<file path="src/hw/rtl/stage_latency_stats_monitor_macros.svh">
// Assertion macros used by the latency statistics monitor sequencer.
`ifndef STAGE_LATENCY_STATS_MONITOR_MACROS_SVH
`define STAGE_LATENCY_STATS_MONITOR_MACROS_SVH

// Combinational or implication property checked at every rising clock edge.
`define SLSM_ASSERT(lbl, clk, rst, prop) \
   lbl: assert property (@(posedge clk) disable iff (rst) (prop)) \
      else $error("slsm assertion failed");

// Property whose consequent is checked in the cycle after the antecedent.
`define SLSM_ASSERT_NEXT(lbl, clk, rst, ante, cons) \
   lbl: assert property (@(posedge clk) disable iff (rst) (ante) |=> (cons)) \
      else $error("slsm assertion failed");

`endif

</file>
<file path="src/hw/rtl/slsm_pkg.sv">
// Shared types and constants for the latency statistics monitor.
`timescale 1ns / 1ps
package slsm_pkg;

   localparam int NUM_STAGES = 7;
   localparam int IDX_W      = (NUM_STAGES > 1) ? $clog2(NUM_STAGES) : 1;

   localparam logic [31:0] MAX32 = 32'hFFFF_FFFF;
   localparam logic [47:0] MAX48 = 48'hFFFF_FFFF_FFFF;

   localparam logic [31:0] SLOW_THR_RESET = 32'd50000;
   localparam logic [31:0] INTERVAL_RESET = 32'd5000;

   localparam logic CMD_RECORD = 1'b0;
   localparam logic CMD_REPORT = 1'b1;

   typedef enum logic [1:0] {
      CSR_ENABLED  = 2'd0,
      CSR_SLOW_THR = 2'd1,
      CSR_INTERVAL = 2'd2
   } csr_index_type;

   typedef enum logic {
      ALU_ADD,
      ALU_SUB
   } alu_op_type;

   typedef enum logic [3:0] {
      S_IDLE,
      S_TOTAL,
      S_COUNT,
      S_MAX,
      S_SLOW_CMP,
      S_SLOW_INC,
      S_ELAPSED,
      S_DUE,
      S_EMIT
   } seq_state_type;

   typedef struct packed {
      logic             count_we;
      logic             total_we;
      logic             max_we;
      logic             slow_we;
      logic             clear;
      logic [IDX_W-1:0] idx;
      logic [31:0]      count;
      logic [47:0]      total;
      logic [31:0]      max;
      logic [31:0]      slow;
   } stats_wr_type;

   typedef struct packed {
      logic [31:0] count;
      logic [47:0] total;
      logic [31:0] max;
      logic [31:0] slow;
   } stats_rd_type;

   typedef struct packed {
      logic        last;
      logic [47:0] interval_ms;
      logic [31:0] slow_count;
      logic [31:0] max_us;
      logic [47:0] total_us;
      logic [31:0] sample_count;
      logic [2:0]  stage_index;
   } rsp_type;

   typedef struct packed {
      logic        command;
      logic [2:0]  stage;
      logic [31:0] duration_us;
      logic [47:0] now_ms;
      logic        force_req;
   } req_type;

   typedef struct packed {
      logic        enabled;
      logic        clear;
      logic [31:0] slow_thr;
      logic [31:0] interval;
   } cfg_type;

endpackage

</file>
<file path="src/hw/rtl/stage_latency_stats_monitor.sv">
// Record: request accepted in idle; if enabled and the stage is in range, the shared-adder steps
// total, count, max, slow compare and slow increment run before idle takes the next request.
// Report: elapsed and due checks, then, if due or forced, one result per stage each cycle the
// output register is free. Statistics and report time arithmetic use one 48-bit add/subtract unit.
// Reset is synchronous: gathering off, thresholds to defaults, all statistics and the
// last report time cleared at once; no clearing pass is needed.
`timescale 1ns / 1ps
module stage_latency_stats_monitor
   import slsm_pkg::*;
(
   input  logic         clock,
   input  logic         reset,
   // request channel
   input  logic         req_tvalid,
   output logic         req_tready,
   input  logic [87:0]  req_tdata,  // stage[2:0], duration_us[34:3], now_ms[82:35], force_req[83]
   input  logic         req_tuser,  // command[0]
   // result channel
   output logic         rsp_tvalid,
   input  logic         rsp_tready,
   output logic [199:0] rsp_tdata,  // stage_index[2:0], sample_count[34:3], total_us[82:35],
                                    // max_us[114:83], slow_count[146:115], interval_ms[194:147]
   output logic         rsp_tlast,
   // configuration write channel
   input  logic         csr_valid,
   output logic         csr_ready,
   input  logic [1:0]   csr_index,
   input  logic [31:0]  csr_data
);

   logic        enabled_ff, enabled_in;
   logic [31:0] slow_thr_ff, slow_thr_in;
   logic [31:0] interval_ff, interval_in;
   logic        csr_write;
   cfg_type     cfg;
   req_type     req;
   rsp_type     rsp;

   assign csr_ready = 1'b1;
   assign csr_write = csr_valid && csr_ready;

   always_comb begin
      enabled_in  = enabled_ff;
      slow_thr_in = slow_thr_ff;
      interval_in = interval_ff;
      if (csr_write) begin
         unique case (csr_index)
            CSR_ENABLED:  enabled_in  = csr_data[0];
            CSR_SLOW_THR: slow_thr_in = csr_data;
            CSR_INTERVAL: interval_in = csr_data;
            default: ;
         endcase
      end
   end

   always_ff @(posedge clock) begin
      if (reset) begin
         enabled_ff  <= 1'b0;
         slow_thr_ff <= SLOW_THR_RESET;
         interval_ff <= INTERVAL_RESET;
      end else begin
         enabled_ff  <= enabled_in;
         slow_thr_ff <= slow_thr_in;
         interval_ff <= interval_in;
      end
   end

   // Any write to the enable register wipes the statistics and the report time.
   assign cfg.enabled  = enabled_ff;
   assign cfg.clear    = csr_write && (csr_index == CSR_ENABLED);
   assign cfg.slow_thr = slow_thr_ff;
   assign cfg.interval = interval_ff;

   assign req.command     = req_tuser;
   assign req.stage       = req_tdata[2:0];
   assign req.duration_us = req_tdata[34:3];
   assign req.now_ms      = req_tdata[82:35];
   assign req.force_req   = req_tdata[83];

   slsm_seq u_seq (
      .clock     (clock),
      .reset     (reset),
      .cfg       (cfg),
      .req_valid (req_tvalid),
      .req_ready (req_tready),
      .req       (req),
      .rsp_valid (rsp_tvalid),
      .rsp_ready (rsp_tready),
      .rsp       (rsp)
   );

   assign rsp_tdata = {5'b0, rsp.interval_ms, rsp.slow_count, rsp.max_us,
                       rsp.total_us, rsp.sample_count, rsp.stage_index};
   assign rsp_tlast = rsp.last;

endmodule

</file>
<file path="src/hw/rtl/slsm_alu.sv">
// Shared 48-bit add/subtract unit; bit 48 of the result is carry or borrow.
`timescale 1ns / 1ps
module slsm_alu
   import slsm_pkg::*;
(
   input  alu_op_type  op,
   input  logic [47:0] a,
   input  logic [47:0] b,
   output logic [48:0] y
);

   always_comb begin
      case (op)
         ALU_ADD: y = {1'b0, a} + {1'b0, b};
         ALU_SUB: y = {1'b0, a} - {1'b0, b};
         default: y = {1'b0, a} + {1'b0, b};
      endcase
   end

endmodule

</file>
<file path="src/hw/rtl/slsm_stats.sv">
// Per-stage statistics registers with one read port and one write port.
`timescale 1ns / 1ps
module slsm_stats
   import slsm_pkg::*;
(
   input  logic             clock,
   input  logic             reset,
   input  stats_wr_type     wr,
   input  logic [IDX_W-1:0] rd_idx,
   output stats_rd_type     rd
);

   logic [31:0] count_ff [NUM_STAGES];
   logic [47:0] total_ff [NUM_STAGES];
   logic [31:0] max_ff   [NUM_STAGES];
   logic [31:0] slow_ff  [NUM_STAGES];

   always_ff @(posedge clock) begin
      if (reset || wr.clear) begin
         for (int i = 0; i < NUM_STAGES; i++) begin
            count_ff[i] <= '0;
            total_ff[i] <= '0;
            max_ff[i]   <= '0;
            slow_ff[i]  <= '0;
         end
      end else begin
         if (wr.count_we) count_ff[wr.idx] <= wr.count;
         if (wr.total_we) total_ff[wr.idx] <= wr.total;
         if (wr.max_we)   max_ff[wr.idx]   <= wr.max;
         if (wr.slow_we)  slow_ff[wr.idx]  <= wr.slow;
      end
   end

   always_comb begin
      rd.count = count_ff[rd_idx];
      rd.total = total_ff[rd_idx];
      rd.max   = max_ff[rd_idx];
      rd.slow  = slow_ff[rd_idx];
   end

endmodule

</file>
<file path="src/hw/rtl/slsm_seq.sv">
// Sequencer that drives the shared arithmetic unit for records and reports.
`timescale 1ns / 1ps
`include "stage_latency_stats_monitor_macros.svh"
module slsm_seq
   import slsm_pkg::*;
(
   input  logic    clock,
   input  logic    reset,
   input  cfg_type cfg,
   input  logic    req_valid,
   output logic    req_ready,
   input  req_type req,
   output logic    rsp_valid,
   input  logic    rsp_ready,
   output rsp_type rsp
);

   seq_state_type    state_ff, state_in;
   logic [2:0]       stage_ff, stage_in;
   logic [31:0]      dur_ff, dur_in;
   logic [47:0]      now_ff, now_in;
   logic             force_ff, force_in;
   logic             slow_hit_ff, slow_hit_in;
   logic [47:0]      elapsed_ff, elapsed_in;
   logic [47:0]      last_time_ff, last_time_in;
   logic [IDX_W-1:0] emit_idx_ff, emit_idx_in;
   logic             out_valid_ff, out_valid_in;
   rsp_type          out_ff, out_in;

   alu_op_type       alu_op;
   logic [47:0]      alu_a;
   logic [47:0]      alu_b;
   logic [48:0]      alu_y;
   stats_wr_type     wr;
   logic [IDX_W-1:0] rd_idx;
   stats_rd_type     rd;
   logic             emit_last;

   slsm_alu u_alu (
      .op (alu_op),
      .a  (alu_a),
      .b  (alu_b),
      .y  (alu_y)
   );

   slsm_stats u_stats (
      .clock  (clock),
      .reset  (reset),
      .wr     (wr),
      .rd_idx (rd_idx),
      .rd     (rd)
   );

   always_ff @(posedge clock) begin
      if (reset) begin
         state_ff     <= S_IDLE;
         last_time_ff <= '0;
         out_valid_ff <= 1'b0;
         emit_idx_ff  <= '0;
      end else begin
         state_ff     <= state_in;
         last_time_ff <= last_time_in;
         out_valid_ff <= out_valid_in;
         emit_idx_ff  <= emit_idx_in;
      end
   end

   always_ff @(posedge clock) begin
      stage_ff    <= stage_in;
      dur_ff      <= dur_in;
      now_ff      <= now_in;
      force_ff    <= force_in;
      slow_hit_ff <= slow_hit_in;
      elapsed_ff  <= elapsed_in;
      out_ff      <= out_in;
   end

   assign emit_last = (emit_idx_ff == IDX_W'(NUM_STAGES - 1));
   assign rd_idx    = (state_ff == S_EMIT) ? emit_idx_ff : stage_ff[IDX_W-1:0];

   always_comb begin
      state_in     = state_ff;
      stage_in     = stage_ff;
      dur_in       = dur_ff;
      now_in       = now_ff;
      force_in     = force_ff;
      slow_hit_in  = slow_hit_ff;
      elapsed_in   = elapsed_ff;
      last_time_in = cfg.clear ? '0 : last_time_ff;
      emit_idx_in  = emit_idx_ff;
      out_in       = out_ff;
      out_valid_in = (out_valid_ff && !rsp_ready) ? 1'b1 : 1'b0;
      req_ready    = 1'b0;
      alu_op       = ALU_ADD;
      alu_a        = '0;
      alu_b        = '0;
      wr           = '0;
      wr.idx       = stage_ff[IDX_W-1:0];
      wr.clear     = cfg.clear;

      unique case (state_ff)
         S_IDLE: begin
            req_ready = 1'b1;
            if (req_valid) begin
               stage_in    = req.stage;
               dur_in      = req.duration_us;
               now_in      = req.now_ms;
               force_in    = req.force_req;
               emit_idx_in = '0;
               if (cfg.enabled) begin
                  if (req.command == CMD_REPORT) begin
                     state_in = S_ELAPSED;
                  end else if ({1'b0, req.stage} < 4'(NUM_STAGES)) begin
                     state_in = S_TOTAL;
                  end
               end
            end
         end
         S_TOTAL: begin
            alu_a       = rd.total;
            alu_b       = {16'b0, dur_ff};
            wr.total_we = 1'b1;
            wr.total    = alu_y[48] ? MAX48 : alu_y[47:0];
            state_in    = S_COUNT;
         end
         S_COUNT: begin
            alu_a       = {16'b0, rd.count};
            alu_b       = 48'd1;
            wr.count_we = 1'b1;
            wr.count    = alu_y[32] ? MAX32 : alu_y[31:0];
            state_in    = S_MAX;
         end
         S_MAX: begin
            // A borrow from max minus duration means the new sample is larger.
            alu_op    = ALU_SUB;
            alu_a     = {16'b0, rd.max};
            alu_b     = {16'b0, dur_ff};
            wr.max_we = alu_y[48];
            wr.max    = dur_ff;
            state_in  = S_SLOW_CMP;
         end
         S_SLOW_CMP: begin
            alu_op      = ALU_SUB;
            alu_a       = {16'b0, dur_ff};
            alu_b       = {16'b0, cfg.slow_thr};
            slow_hit_in = !alu_y[48];
            state_in    = S_SLOW_INC;
         end
         S_SLOW_INC: begin
            alu_a      = {16'b0, rd.slow};
            alu_b      = 48'd1;
            wr.slow_we = slow_hit_ff;
            wr.slow    = alu_y[32] ? MAX32 : alu_y[31:0];
            state_in   = S_IDLE;
         end
         S_ELAPSED: begin
            alu_op     = ALU_SUB;
            alu_a      = now_ff;
            alu_b      = last_time_ff;
            elapsed_in = alu_y[47:0];
            state_in   = S_DUE;
         end
         S_DUE: begin
            alu_op = ALU_SUB;
            alu_a  = elapsed_ff;
            alu_b  = {16'b0, cfg.interval};
            if (force_ff || !alu_y[48]) begin
               state_in = S_EMIT;
            end else begin
               state_in = S_IDLE;
            end
         end
         S_EMIT: begin
            if (!out_valid_ff || rsp_ready) begin
               out_valid_in        = 1'b1;
               out_in.stage_index  = 3'(emit_idx_ff);
               out_in.sample_count = rd.count;
               out_in.total_us     = rd.total;
               out_in.max_us       = rd.max;
               out_in.slow_count   = rd.slow;
               out_in.interval_ms  = elapsed_ff;
               out_in.last         = emit_last;
               if (emit_last) begin
                  wr.clear     = 1'b1;
                  last_time_in = now_ff;
                  state_in     = S_IDLE;
               end else begin
                  emit_idx_in = IDX_W'(emit_idx_ff + 1'b1);
               end
            end
         end
         default: state_in = S_IDLE;
      endcase
   end

   assign rsp_valid = out_valid_ff;
   assign rsp       = out_ff;

   `SLSM_ASSERT(a_emit_idx_range, clock, reset,
      (state_ff == S_EMIT) |-> ({1'b0, emit_idx_ff} < (IDX_W + 1)'(NUM_STAGES)))
   `SLSM_ASSERT(a_record_stage_range, clock, reset,
      (state_ff == S_TOTAL || state_ff == S_COUNT || state_ff == S_MAX)
         |-> ({1'b0, stage_ff} < 4'(NUM_STAGES)))
   `SLSM_ASSERT(a_last_is_final_stage, clock, reset,
      (out_valid_ff && out_ff.last) |-> (out_ff.stage_index == 3'(NUM_STAGES - 1)))
   `SLSM_ASSERT_NEXT(a_final_emit_ends_report, clock, reset,
      (state_ff == S_EMIT && emit_last && (!out_valid_ff || rsp_ready)),
      (state_ff == S_IDLE && out_valid_ff && out_ff.last))

endmodule
</file>
<file path="config.mk">
export PLATFORM = sky130hd
export DESIGN_NAME = stage_latency_stats_monitor
export DESIGN_NICKNAME = d
export VERILOG_FILES = /design/src/hw/rtl/slsm_pkg.sv /design/src/hw/rtl/stage_latency_stats_monitor.sv /design/src/hw/rtl/slsm_alu.sv /design/src/hw/rtl/slsm_stats.sv /design/src/hw/rtl/slsm_seq.sv
export VERILOG_INCLUDE_DIRS = /design/src /design/src/hw/rtl
export SDC_FILE = /design/constraint.sdc
export NUM_CORES = 2
export LEC_CHECK = 0
export ABC_AREA = 1
export BUFFER_PORTS_ARGS = -buffer_cell sky130_fd_sc_hd__buf_2
export CAP_MARGIN = 20
export CORE_MARGIN = 10
export CORE_UTILIZATION = 35
export CTS_BUF_LIST = sky130_fd_sc_hd__clkbuf_2 sky130_fd_sc_hd__clkbuf_4 sky130_fd_sc_hd__clkbuf_8
export DETAILED_ROUTE_END_ITERATION = 6
export HOLD_SLACK_MARGIN = 0.15
export PLACE_DENSITY_LB_ADDON = 0.15
export RECOVER_POWER = 100
export REMOVE_ABC_BUFFERS = 1
export SLEW_MARGIN = 20
export SYNTH_ARGS = -nofsm -noshare
export SYNTH_HDL_FRONTEND = slang
export SYNTH_SLANG_ARGS = --single-unit
</file>
<file path="constraint.sdc">
create_clock -name clock -period 23.5 [get_ports clock]
set_input_delay 4.7 -clock clock [delete_from_list [all_inputs] [get_ports clock]]
set_output_delay 4.7 -clock clock [all_outputs]
set_load 0.02 [all_outputs]
</file>
# Word level (Yosys, flattened, before mapping)
# Memories as Yosys holds them, arrays and structs flattened.
# Cells that the tools add are included.
op_classes:
  addsub: 3
  n_mul: 0
  n_div: 0
  n_lt_le_gt_ge: 1
  eq_ne: 17
  shifts: 0
  mux: 64
  bitwise_logic: 1
  n_reduce_logical: 25
ops:
  columns: ["op", "count"]
  rows:
  - ["two-way mux 48 bit", 7]
  - ["case mux 48 bit (7 select lines)", 1]
  - ["case mux 48 bit (5 select lines)", 1]
  - ["two-way mux 32 bit", 7]
  - ["case mux 49 bit (2 select lines)", 1]
  - ["OR reduction 32 bit", 3]
  - ["adder 48 x 48 -> 49 bit", 1]
  - ["subtractor 48 x 48 -> 49 bit", 1]
  - ["OR reduction 48 bit", 1]
  - ["case mux 4 bit (8 select lines)", 1]
  - ["two-way mux 1 bit", 30]
  - ["two-way mux 4 bit", 7]
  - ["two-way mux 3 bit", 8]
  - ["== test 4 x 3 -> 1 bit (second input constant)", 4]
  - ["AND reduction 2 bit", 5]
  - ["== test 4 x 2 -> 1 bit (second input constant)", 2]
  - ["inequality test 2 bit (second input constant)", 4]
  - ["case mux 3 bit (2 select lines)", 1]
  - ["AND reduction 5 bit", 1]
  - ["== test 4 x 1 -> 1 bit (second input constant)", 1]
  - ["== test 4 bit (second input constant)", 1]
  - ["logical NOT 4 bit", 1]
  - ["AND reduction 4 bit", 1]
  - ["OR reduction 2 bit", 2]
  - ["other kinds (14)", 19]
word_totals:
  regBits: 450
  latch_bits: 0
  ramBits: 1008
  romBits: 0
  in_bits: 128
  output_inout_bits: 204
  elab_cells: 135
  memories: 4
mem_list:
  columns: ["memory", "words", "width", "rd", "rd_ports_with_merged_regs", "write_ports", "line_no", "rtl"]
  rows:
  - ["u_seq.u_stats.total_ff", 7, 48, 1, 0, 7, "slsm_stats.sv:14", "logic [47:0] total_ff [NUM_STAGES];"]
  - ["u_seq.u_stats.count_ff", 7, 32, 1, 0, 7, "slsm_stats.sv:13", "logic [31:0] count_ff [NUM_STAGES];"]
  - ["u_seq.u_stats.max_ff", 7, 32, 1, 0, 7, "slsm_stats.sv:15", "logic [31:0] max_ff [NUM_STAGES];"]
  - ["u_seq.u_stats.slow_ff", 7, 32, 1, 0, 7, "slsm_stats.sv:16", "logic [31:0] slow_ff [NUM_STAGES];"]

# Logic depth before layout (Yosys ltp)
# An unclocked memory read counts as a cell.
logic_depth:
  word_depth: 12
  ltp_mapped: 40
  mapped_depth_nobuf: 37

# Hierarchy
# Synthesis repeated with hierarchy kept, for this count alone.
unflattened:
  hier_cells: 8406
  hier_area_um2: 75254.7
by_module_without_submodules:
  columns: ["mod", "n_inst", "cells_per_inst", "area_per_inst_um2", "seq_area_each_um2"]
  rows:
  - ["slsm_stats", 1, 5145, 50393.3, 33151.8]
  - ["slsm_seq", 1, 1535, 15907.8, 11000.6]
  - ["slsm_alu", 1, 1320, 6259.8, 0.0]
  - ["stage_latency_stats_monitor", 1, 406, 2693.8, 1301.2]

# Worst setup path after synthesis
# Ideal clock, no wire load.
synth_timing:
  path_kind: "input to register"
  startpoint: "input port rsp_tready"
  endpoint: "memory u_seq.u_stats.total_ff[5][0], enable pin"
  setup_time_ps: 526
  t_arrival_ps: 17332
  t_required_ps: 22974
  slack_ps: 5643
  path_stages: 9
  path_buffers: 1
  cell_sequence: "nor2_1 nor2_1 nand2_1 inv_1 nor2_1 nand2_1 nor2_1 clkbuf_1 a211oi_1"
synth_rtl:
  columns: ["element", "line_no", "rtl"]
  rows:
  - ["start, declared", "stage_latency_stats_monitor.sv:20", "input logic rsp_tready,"]
  - ["end, declared", "slsm_stats.sv:14", null]

==> flow_summary.json <==
{
  "worstMarginPinSlew_ns": 7.09,
  "violations": "max-capacitance violations, max-slew violations",
  "synth_area_leaders": "edfxtp_1 (56%), nor2_1 (9.3%), dfxtp_1 (7.4%)",
  "finalCritPeriodShare_pct": 72.6,
  "io-pin-count": 332,
  "slowest_stage": "clkinvlp_2",
  "die_x_um": 472,
  "critPathRequiredTime_ns": 24.24,
  "cts_root_buf": "clkbuf_8",
  "clk_latency_ns": 1.10,
  "ir_worst_vdd_mv": 0.0640,
  "cp.arrival_ns": 17.79,
  "core-area_um2": 203000,
  "place.gp.congestion": 0.955,
  "drcViolationCount": 0,
  "wl_per_cell_um": 26.8,
  "combPwrFrac_pct": 15.0,
  "worstPathMaxFanout": 119,
  "ys_warn_count": 0,
  "path_class": "flip-flop to flip-flop",
  "swShare_pct": 29.5,
  "dp_hpwl_mm": 177,
  "setup_viol": 0,
  "cts_resized": 0,
  "synth_area_um2": 71500,
  "grt_usage_pct": 24.2,
  "clkPwrFrac_pct": 39.5,
  "placed_area_um2": 75900,
  "synth.most_common_cell": "nor2_1",
  "layout-drive-gt1-share_pct": 9.73,
  "syn-instance-count": 7264,
  "switching_power_uw": 2090,
  "yosys-top-cells-count": "nor2_1 (1,770), edfxtp_1 (1,337), nand2_1 (959)",
  "final_hold_viol_count": 0,
  "status": "complete, but fails checks",
  "antenna_found_initial": 31,
  "synth_top_area_share_pct": 56.1,
  "grt_setup_unrepaired": "false",
  "min_period_ns": 17.05,
  "ant_nets": 0,
  "final-max-slew-violation-count": 1858,
  "via_per_inst": 5.40,
  "power.density_nw_per_um2": 87.1,
  "async_flop_share_pct": 0,
  "slew_headroom_pct": -373,
  "final.setup_skew_ns": 0.0998,
  "fin_area_um2": 81500,
  "clockBufferDepth": 4,
  "dp.cells": 9942,
  "cts_made_buffers": 303,
  "yosysSeqAreaShare_pct": 63.6,
  "endpoint_kind": "flip-flop",
  "clk_pin_slew_worst_paths_ns": 0.06,
  "hold_path.class": "flip-flop to flip-flop",
  "hold_buffers": 0,
  "overflow": 0,
  "p_int_uw": 5010,
  "synth_area_per_cell_um2": 9.84,
  "ys_dominant_reg_cell": "edfxtp_1",
  "first_pass_iters": 6,
  "placementRows": 165,
  "port-buffer-count": 321,
  "synth.distinct_cells": 51,
  "fmax_mhz": 58.6,
  "grt_pass1_vias": 53700,
  "seq_power_share_pct": 45.4,
  "cp_slowest_stage_delay_ns": 3.66,
  "drv_cap": 48,
  "cts.htree.levels": 5,
  "startpoint_type": "flip-flop",
  "clock-sinks": 1602,
  "tritoncts": "yes",
  "dieArea_um2": 223000,
  "vias": 56600,
  "synth-edff-count": 1337,
  "syn_to_final_growth_pct": 14.0,
  "grt_pass1_wl_mm": 393,
  "yosys.area.top_type": "edfxtp_1",
  "fin_cells": 10500,
  "finalWirelength_mm": 281,
  "fin_util_pct": 40.2,
  "crit_top_cell": "nand2_1",
  "ys_ff_latch": 1602,
  "nFillCells": 20300,
  "nNetsFinal": 7755,
  "initial_utilization_pct": 35.3,
  "p_leak_uw": 0.0317,
  "postCtsSetupBuffers": 0,
  "drt_iter0_drc": 6059,
  "die_h_um": 472,
  "setup_tns_ns": 0,
  "grt_start_max_net_pins": 191
}
power groups by stage:
stage / Combinational, uW / Clock, uW / Sequential (uW)
2_1_floorplan: 596 / 0 / 3270
3_3_place_gp: 1050 / 0 / 3280
3_5_place_dp: 1050 / 0 / 3280
4_1_cts: 1050 / 2870 / 3220
5_1_grt: 1130 / 2990 / 3230
6_report: 1070 / 2810 / 3230
path summary, 6_finish.rpt:
kind	startpoint	end	slack, ns	cells past startpoint
worst max-delay path	u_seq.state_ff[0]	u_seq.u_stats.slow_ff[5][6]	6.45	30
worst min-delay path	u_seq.elapsed_ff[2]	u_seq.rsp[149]	0.40	0
worst max register to register	u_seq.state_ff[0]	u_seq.u_stats.slow_ff[5][6]	6.45	30
worst min register to register	u_seq.elapsed_ff[2]	u_seq.rsp[149]	0.40	0
critical path, delay by kind of cell (launching register included):
family / cells / cell delay, ns
adder cells (fa/ha/maj): 1 / 0.39
buffers and inverters: 7 / 9.37
AND/OR/NAND/NOR: 13 / 4.18
flip-flops: 1 / 0.31
AO/OA/AOI/OAI: 9 / 2.15
through the flow:
step	total power [uW]	worst slack, ns	hold slack, ns
floorplan	3860	-16.75	0.427
global placement	4330	12.06	0.438
detailed placement	4330	11.98	0.440
CTS	7140	11.94	0.394
global route	7350	5.76	0.401
finish	7100	6.45	0.401
layout by cell type, fill, tap and decap left out, drive strengths merged, types with 2 or more instances in the layout:
master,synthesis,final
a31oi,102,102
clkinv,4,59
o21a,57,57
diode,0,17
buf,165,208
o221ai,3,3
a221oi,23,23
nor2,1779,1779
a21o,12,12
dfxtp,265,265
nand3,174,174
clkbuf,296,720
clkinvlp,0,9
o211ai,84,84
a211oi,5,5
and3,2,2
ha,51,51
nand3b,12,12
inv,588,586
nor4,9,9
xor2,25,25
o22ai,10,10
a21oi,243,243
a21boi,5,5
xnor2,41,41
edfxtp,1337,1337
nor3,17,17
o32ai,123,123
o21ai,675,675
nand4,81,81
o21bai,80,80
o2111ai,9,9
bufinv,0,7
conb,2,6
nand2,964,964
o311ai,11,11
or2,5,5
kinds of logic (layout without fill, tap and decap cells):
group	Yosys count	in the layout	synth area share [%]
simple gates	3045	3045	16.8
flops	1602	1602	63.6
compound gates	1444	1444	12.1
buf+inv	1053	1589	5.80
xor+xnor	66	66	0.808
fa+ha+maj	52	52	0.920
other cells	2	23	0.0105
sequential cells by signal, summed over array words and instances, names as in the netlist, 48 cells and up:
name	count
u_seq.elapsed_ff	48
u_seq.last_time_ff	48
u_seq.now_ff	48
u_seq.rsp	196
u_seq.u_stats.count_ff	256
u_seq.u_stats.max_ff	256
u_seq.u_stats.slow_ff	256
u_seq.u_stats.total_ff	384
metal layers:
layer | track usage, % | wire, um | vias up
li1 | - | - | 25500
met1 | 32.3 | 117000 | 28000
met2 | 37.8 | 126000 | 2571
met3 | 4.68 | 22600 | 593
met4 | 11.2 | 14500 | 8
met5 | 0 | 55 | -
layout make-up:
type | instances | area [um^2] | area share, %
Multi-Input combinational cell | 4613 | 22100 | 27.1
Inverter | 592 | 2230 | 2.73
Tap cell | 2672 | 3340 | 4.10
Clock inverter | 69 | 497 | 0.609
Sequential cell | 1602 | 45500 | 55.8
Timing Repair Buffer | 463 | 2280 | 2.79
Antenna cell | 17 | 42.5 | 0.0522
Clock buffer | 465 | 5610 | 6.88
Power figures use the tool's default switching activity.
